File: src/rtl/pncs_pkg.sv
package pncs_pkg;

  localparam int INDEX_W  = 8;
  localparam int CHAN_W   = 8;
  localparam int DIST_W   = 10;
  localparam int STATUS_W = 2;
  localparam int SIZE_W   = 9;

  localparam logic [STATUS_W-1:0] STATUS_OK          = 2'd0;
  localparam logic [STATUS_W-1:0] STATUS_NOT_INDEXED = 2'd1;
  localparam logic [STATUS_W-1:0] STATUS_BAD_RANGE   = 2'd2;

  localparam logic CFG_PALETTE_SIZE = 1'b0;
  localparam logic CFG_INDEXED_MODE = 1'b1;

  localparam int S_TDATA_W = 48;
  localparam int M_TDATA_W = 24;

  // one transaction as it moves down the row of cells
  typedef struct packed {
    logic                is_query;
    logic [INDEX_W-1:0]  entry_index;
    logic [CHAN_W-1:0]   red;
    logic [CHAN_W-1:0]   green;
    logic [CHAN_W-1:0]   blue;
    logic [INDEX_W-1:0]  range_low;
    logic [INDEX_W-1:0]  range_high;
    logic                have;
    logic [INDEX_W-1:0]  best_index;
    logic [DIST_W-1:0]   best_distance;
    logic [STATUS_W-1:0] status;
  } pncs_token_t;

endpackage

File: src/rtl/pncs_cell.sv
module pncs_cell #(
  parameter int CELL_INDEX = 0
) (
  input  logic                clk,
  input  logic                rst,
  input  logic                advance,
  input  logic                in_valid,
  input  pncs_pkg::pncs_token_t in_tok,
  output logic                out_valid,
  output pncs_pkg::pncs_token_t out_tok
);

  localparam logic [pncs_pkg::INDEX_W-1:0] IDX = CELL_INDEX[pncs_pkg::INDEX_W-1:0];

  logic [pncs_pkg::CHAN_W-1:0] colour_r;
  logic [pncs_pkg::CHAN_W-1:0] colour_g;
  logic [pncs_pkg::CHAN_W-1:0] colour_b;
  logic [pncs_pkg::CHAN_W-1:0] diff_r;
  logic [pncs_pkg::CHAN_W-1:0] diff_g;
  logic [pncs_pkg::CHAN_W-1:0] diff_b;
  logic [pncs_pkg::DIST_W-1:0] dist_sum;
  logic                        in_range;
  logic                        take;
  logic                        write_hit;
  pncs_pkg::pncs_token_t       tok_next;

  always_comb begin
    diff_r = (in_tok.red > colour_r) ? in_tok.red - colour_r : colour_r - in_tok.red;
    diff_g = (in_tok.green > colour_g) ? in_tok.green - colour_g : colour_g - in_tok.green;
    diff_b = (in_tok.blue > colour_b) ? in_tok.blue - colour_b : colour_b - in_tok.blue;
    dist_sum = pncs_pkg::DIST_W'(diff_r) + pncs_pkg::DIST_W'(diff_g)
             + pncs_pkg::DIST_W'(diff_b);
    in_range  = (IDX >= in_tok.range_low) && (IDX <= in_tok.range_high);
    take      = in_valid && in_tok.is_query && (in_tok.status == pncs_pkg::STATUS_OK)
              && in_range && (!in_tok.have || (dist_sum < in_tok.best_distance));
    write_hit = in_valid && !in_tok.is_query && (in_tok.entry_index == IDX);
    tok_next  = in_tok;
    if (take) begin
      tok_next.have          = 1'b1;
      tok_next.best_index    = IDX;
      tok_next.best_distance = dist_sum;
    end
  end

  always_ff @(posedge clk) begin
    if (rst) begin
      out_valid <= 1'b0;
    end else if (advance) begin
      out_valid <= in_valid;
    end
  end

  always_ff @(posedge clk) begin
    if (advance) begin
      out_tok <= tok_next;
      if (write_hit) begin
        colour_r <= in_tok.red;
        colour_g <= in_tok.green;
        colour_b <= in_tok.blue;
      end
    end
  end

endmodule

File: config.mk
export PLATFORM = sky130hd
export DESIGN_NAME = pncs_cell
export DESIGN_NICKNAME = d
export VERILOG_FILES = /design/src/rtl/pncs_pkg.sv /design/src/rtl/pncs_cell.sv
export SDC_FILE = /design/constraint.sdc
export NUM_CORES = 1
export LEC_CHECK = 0
export BUFFER_PORTS_ARGS = -buffer_cell sky130_fd_sc_hd__buf_4
export CORE_ASPECT_RATIO = 0.5
export CORE_MARGIN = 1.5
export CORE_UTILIZATION = 35
export CTS_CLUSTER_DIAMETER = 200
export DETAILED_ROUTE_END_ITERATION = 6
export MAX_ROUTING_LAYER = met4
export PLACE_DENSITY = 0.66
export SETUP_SLACK_MARGIN = 0.15
export SYNTH_ARGS = -nofsm -noshare
export SYNTH_HDL_FRONTEND = slang
export SYNTH_SLANG_ARGS = --single-unit
File: constraint.sdc
create_clock -name clk -period 6.6 [get_ports clk]
set_input_delay 0.66 -clock clk [delete_from_list [all_inputs] [get_ports clk]]
set_output_delay 0.66 -clock clk [all_outputs]
set_load 0.02 [all_outputs]
==> results of run 1 <==
logic make-up (layout without fill, tap and decap cells):
group | Yosys count | in the layout | share of synthesized area
xor gates and xnor gates | 21 | 21 | 0.03128
buffers and inverters | 90 | 240 | 0.06298
adders and majority gates | 76 | 76 | 0.1809
DFF | 95 | 95 | 0.4834
muxes | 32 | 32 | 0.05957
AOI/OAI and AO/OA | 86 | 86 | 0.1057
and+or+nand+nor | 82 | 82 | 0.07617
layout by cell type, fill, tap and decap left out, types with 11 or more instances in the layout:
master / n
fa_1: 15
xor2_1: 12
a21oi_1: 28
mux2_2: 14
buf_4: 148
nand3_1: 15
inv_1: 76
ha_1: 61
nand2_1: 18
mux2i_1: 14
o21ai_0: 11
edfxtp_1: 94
worst max-delay path, delay by kind of cell:
kind                       cells  cell delay [ns]
buffers and inverters          4             0.35
and+or+nand+nor                4             0.54
muxes                          2             0.79
xor gates and xnor gates       1             0.18
AOI/OAI and AO/OA              7             1.88
adders and majority gates      5             1.56
metal layers:
layer  wire length [um]  share of wire  track usage  vias to the layer above
li1                   -              -            -                     2012
met1               6087           0.49       0.1962                     1953
met2               5539           0.44       0.2261                      117
met3                676          0.054      0.03679                       15
met4                174          0.014      0.04607                        0
met5                  0              0            -                        -
final cells by class:
type	count	area, um^2	area share
inverters	76	285.3	0.03807
well taps	227	284.0	0.03790
clock buffers	10	229.0	0.03056
repair buffers	148	1111	0.1483
flip-flops and latches	95	2843	0.3794
clock inverters	6	67.56	0.009017
multi-input cells	297	2674	0.3568
registers in the layout (all words and copies together) (netlist names):
name,cells
out_tok,70
colour_b,8
colour_g,8
colour_r,8
out_valid,1
path summary, 6_finish.rpt:
path                    start          to  slack [ns]  depth (start not counted)
setup / recovery   in_tok[37]  out_tok[2]        0.74                         23
hold / removal            rst   out_valid        0.47                          2
setup reg to reg  colour_b[5]  out_tok[2]        0.82                         19
hold reg to reg     out_valid   out_valid        0.52                          2
report_power, final:
| group | switching [mW] | internal (mW) |
|---|---|---|
| Combinational | 0.328 | 0.257 |
| Sequential | 0.00909 | 0.702 |
| Clock | 0.233 | 0.296 |
==> qor.csv, run 1 <==
metric,value,unit
drc,0,
async_flop_share,0,
routed_wl,12480,um
synth_area_leader_cell,edfxtp_1,
antenna_found_initial,0,
cts_tree,built,
syn_nets,632,
crit_path_end_kind,flop,
leakage,3.348,nW
post-place-ws,0.3985,ns
die_height,94.66,um
status,"finished, final reports clean",
path_cells,"buf_4, inv_1, ha_1, inv_1, fa_1, nand3_1, a21oi_1, nor2_1, mux2_2, o221ai_1, fa_1, inv_1, ha_1, a211oi_1, o21bai_1, a21oi_1, xnor2_1, ha_1, nand2_1, nor2_1, a211o_1, a31oi_4, mux2_2",
gp_congestion,0.8786,
clock-root-buffer,clkbuf_16,
postRouteAntennaNets,0,
rsz0062_at_grt,false,
hpwl,9629,um
grt_pass1_wl,19770,um
worst_ep_required_time,6.71,ns
ys_types,46,
syn_to_final_growth,27.43,%
maxSlewViolCount,0,
crit_type,in2reg,
num_rows,33,
netlist_top_cells_count,"edfxtp_1, inv_1, ha_1, a21oi_1, nand2_1",
clock_latency,0.35,ns
routed-via-count,4097,
finish.utilization,0.4571,
avgSynthCellArea,12.20,um^2
fillers,1507,
die-area,17640,um^2
worstMarginPinSlew,0.9563,ns
crit_path_start_kind,input port,
grt_max_degree,72,
cp.arrival,5.97,ns
grt_overflow_total,0,
ctsHoldBuffers,0,
relSlewSlack,0.3625,
yosys.area.top_type_share,0.4800,
finalCritPeriodShare,0.8874,
cp_max_fo,18,
yosys_warnings,0,
synth-seq-cells,95,
cts.sinks,95,
start_util,0.3588,
hold_viol,0,
cts_buffers,9,
io_pins,145,
crit_slowest_cell,a31oi_4,
detail_route.wl_per_cell,14.53,um
dp.cells,843,
cts_resized,0,
cpPeakStageDelay,0.49,ns
synth_most_common_cell,edfxtp_1,
path_clk_slew,0.08,ns
finalCriticalPeriod,5.857,ns
synth_cells,482,
vias_per_cell,4.769,
synth_area_leaders,"edfxtp_1, ha_1, fa_1",
holdCritPathClass,in2reg,
synth_edf_count,94,
postCtsSetupBuffers,0,
synth_area,5881,um^2
core,16390,um^2
drive_above_1_share,0.2991,
grt_use_total,0.1487,
setup_viol,0,
diodes,0,
vdd_drop_max,134.0,uV
fin_area,7493,um^2
p_per_area,243.4,nW/um^2
timing.setup.tns,0,ns
placed_cell_area,7197,um^2
max-cap-violations,0,
cts_htree_levels,3,
fin_nets,777,
final_cells,859,
seq_area_frac_synth,0.4834,
power,1.824,mW
dr.pass1.iters,5,
die_w,186.3,um
fin_worst_skew,0.01445,ns
setup_slack,0.7433,ns
whs,0.4675,ns
fmax,170.7,MHz
grt_pass1_vias,3958,
clockBufferDepth,2,
drt_iter0_drc,171,
port_buffers,144,
ys.flop_type,edfxtp_1,
Power figures use the tool's default switching activity.
==> inputs of run 2 (changes only) <==
--- a/config.mk
+++ b/config.mk
@@ -5,6 +5,7 @@
 export SDC_FILE = /design/constraint.sdc
 export NUM_CORES = 1
 export LEC_CHECK = 0
+export ABC_AREA = 1
 export BUFFER_PORTS_ARGS = -buffer_cell sky130_fd_sc_hd__buf_4
 export CORE_ASPECT_RATIO = 0.5
 export CORE_MARGIN = 1.5
@@ -13,6 +14,8 @@
 export DETAILED_ROUTE_END_ITERATION = 6
 export MAX_ROUTING_LAYER = met4
 export PLACE_DENSITY = 0.66
+export RECOVER_POWER = 100
+export REMOVE_ABC_BUFFERS = 1
 export SETUP_SLACK_MARGIN = 0.15
 export SYNTH_ARGS = -nofsm -noshare
 export SYNTH_HDL_FRONTEND = slang
==> run 2 against run 1 <==
Net effect:
- the run now ends with max-capacitance violations, max-slew violations left
- sequential share of layout area fell by 1.1 points
- maximum frequency rose by 8.4%
- flip-flop and latch count did not move
- design area rose by 3.0%
- critical path depth rose by 7
- hold slack got worse by 0.019 ns
- die area rose by 9.8%
- count of clock-buffer cells in the layout fell by 1
- via count rose by 24%
- first-iteration DRC count did not move
- core utilization fell by 2.2 points
- sequential power barely moved
==> qor.csv, run 2 <==
metric,value,unit,change
clock-root-buffer,clkbuf_16,,unchanged
syn_to_final_growth,19.30,%,was 27.43%
timing.setup.tns,0,ns,unchanged
whs,0.4489,ns,was 0.4675 ns
maxSlewViolCount,100,,was 0
crit_slowest_cell,fa_1,,was a31oi_4
synth_most_common_cell,nand2_1,,was edfxtp_1
yosys_warnings,0,,unchanged
final_cells,1127,,was 859
die_height,99.13,um,was 94.66 um
leakage,3.751,nW,was 3.348 nW
crit_type,in2reg,,unchanged
postCtsSetupBuffers,0,,unchanged
grt_pass1_vias,5002,,"was 3,958"
drive_above_1_share,0.1008,,was 0.2991
fin_area,7717,um^2,was 7493 um^2
grt_max_degree,39,,was 72
gp_congestion,0.8932,,was 0.8786
synth_compound_area_frac,0.04971,,was 0.1057
postRouteAntennaNets,0,,unchanged
cp_num_buf_inv,7,,was 4
cts_resized,0,,unchanged
rsz0062_at_grt,false,,unchanged
grt_use_total,0.1586,,was 0.1487
die_w,195.3,um,was 186.3 um
ctsHoldBuffers,0,,unchanged
synth_edf_count,94,,unchanged
fin_nets,1038,,was 777
grt_overflow_total,0,,unchanged
diodes,0,,unchanged
routed_wl,14390,um,"was 12,480 um"
synth_xor_area_frac,0.02573,,was 0.03128
synth-simple-area-share,0.2219,,was 0.07617
vias_per_cell,4.516,,was 4.769
dp.cells,1111,,was 843
ys_types,37,,was 46
grt_pass1_wl,23580,um,"was 19,770 um"
port_buffers,144,,unchanged
start_util,0.3646,,was 0.3588
path_clk_slew,0.08,ns,about the same
hpwl,11230,um,was 9629 um
status,"complete, but fails checks",,"was finished, final reports clean"
die-area,19360,um^2,"was 17,640 um^2"
cts.sinks,95,,unchanged
fmax,185.0,MHz,was 170.7 MHz
clock_latency,0.36,ns,was 0.35 ns
crit_path_start_kind,input port,,unchanged
synth-seq-cells,95,,unchanged
detail_route.wl_per_cell,12.77,um,was 14.53 um
yosys.area.top_type_share,0.4364,,was 0.4800
synth_area_leader_cell,edfxtp_1,,unchanged
hold_viol,0,,unchanged
synth_area_leaders,"edfxtp_1, nand2_1, ha_1",,"was edfxtp_1, ha_1, fa_1"
cp.arrival,5.52,ns,was 5.97 ns
cpMostUsedCell,nand2_1,,
regMostFlops,out_tok,,unchanged
largest_reg_flops,70,,unchanged
seq_area_frac_synth,0.4395,,was 0.4834
worst_ep_required_time,6.71,ns,about the same
dr.pass1.iters,4,,was 5
drt_iter0_drc,171,,unchanged
path_delay_family,simple AND/OR/NAND/NOR gates,,was compound AO/OA/AOI/OAI gates
placed_cell_area,7816,um^2,was 7197 um^2
synth_area,6469,um^2,was 5881 um^2
vdd_drop_max,135.3,uV,was 134.0 uV
cts_buffers,9,,unchanged
synth.mux.area_fraction,0,,was 0.05957
cts_tree,built,,unchanged
yosys.area_share.adder,0.1644,,was 0.1809
fillers,1800,,"was 1,507"
finalCritPeriodShare,0.8190,,was 0.8874
clockBufferDepth,2,,unchanged
relSlewSlack,-0.5578,,was 0.3625
cp_max_fo,19,,was 18
async_flop_share,0,,unchanged
core,17740,um^2,"was 16,390 um^2"
io_pins,145,,unchanged
avgSynthCellArea,8.765,um^2,was 12.20 um^2
holdCritPathClass,in2reg,,unchanged
num_rows,34,,was 33
setup_viol,0,,unchanged
cpPeakStageDelay,0.53,ns,was 0.49 ns
worstMarginPinSlew,2.337,ns,was 0.9563 ns
drc,0,,unchanged
finalCriticalPeriod,5.405,ns,was 5.857 ns
p_per_area,236.8,nW/um^2,was 243.4 nW/um^2
routed-via-count,5089,,"was 4,097"
cts_htree_levels,3,,unchanged
final_common_cell,nand2_1,,was buf_4
max-cap-violations,3,,was 0
antenna_found_initial,0,,unchanged
synth_top_family_by_area,simple AND/OR/NAND/NOR gates,,was adder cells
final_cell_mix,"nand2_1, inv_1, clkbuf_1, edfxtp_1, ha_1",,"was buf_4, edfxtp_1, inv_1, ha_1, a21oi_1"
crit_path_end_kind,flop,,unchanged
violations,"max-capacitance violations, max-slew violations",,
ys.flop_type,edfxtp_1,,unchanged
netlist_top_cells_count,"nand2_1, inv_1, edfxtp_1, ha_1, nand3_1",,"was edfxtp_1, inv_1, ha_1, a21oi_1, nand2_1"
synth_cells,738,,was 482
fin_worst_skew,0.01212,ns,was 0.01445 ns
run 2: changes by cell type after synthesis, sizes merged, moves of 7 or more:
cell / delta
nand2: +219
inv: +77
nand3: +33
nor2: +27
mux2: -18
mux2i: -14
a211oi: -10
nor2b: -10
a21oi: -7
clkbuf: -7
run 2: worst paths after layout:
path	start	end	slack, ns	cells past startpoint
hold reg to reg	out_valid	out_valid	0.49	2
hold / removal	rst	out_valid	0.45	2
setup / recovery	in_tok[53]	out_tok[11]	1.19	30
setup reg to reg	colour_r[0]	out_tok[11]	1.29	28
run 2: cells by family after synthesis:
group | count (synthesis)
AND/OR/NAND/NOR | 336
buffers and inverters | 161
adder cells (fa/ha/maj) | 76
flip-flops | 95
XOR/XNOR | 19
AO/OA/AOI/OAI | 51
run 2: stage by stage:
stage	util	setup WS, ns	power (mW)
floorplan	-	1.878	1.120
global placement	0.4406	1.477	1.294
detailed placement	0.4406	1.302	1.313
CTS	0.4585	1.696	1.893
global route	0.4350	0.6317	1.962
finish	0.4350	1.195	1.827
run 2: routing by layer:
| metal | vias to the layer above | global-route usage | part of all wire |
|---|---|---|---|
| met3 | 21 | 0.03764 | 0.034 |
| met4 | 0 | 0.04293 | 0.016 |
| met2 | 94 | 0.2646 | 0.47 |
| li1 | 2619 | - | - |
| met1 | 2355 | 0.1941 | 0.48 |
| met5 | - | - | 0 |
run 2: layout make-up:
type / instances / area [um^2] / share of cell area
Clock buffer: 9 / 225.2 / 0.02918
Multi-Input combinational cell: 482 / 2983 / 0.3865
Inverter: 153 / 579.3 / 0.07506
Sequential cell: 95 / 2843 / 0.3684
Timing Repair Buffer: 147 / 701.9 / 0.09095
Tap cell: 234 / 292.8 / 0.03794
Clock inverter: 7 / 92.59 / 0.01200
run 2: worst register-to-register path: cells and delay by family (launching register included):
family | cells | cell delay, ns
adder cells (fa/ha/maj) | 5 | 1.73
AO/OA/AOI/OAI | 3 | 0.53
AND/OR/NAND/NOR | 15 | 2.12
flip-flops | 1 | 0.37
buffers and inverters | 5 | 0.30
run 2: where the power goes:
group	switching, mW	total (mW)	internal, mW
combinational	0.352	0.547	0.195
sequential	0.00847	0.711	0.703
clock	0.261	0.569	0.308
total	0.622	1.83	1.20
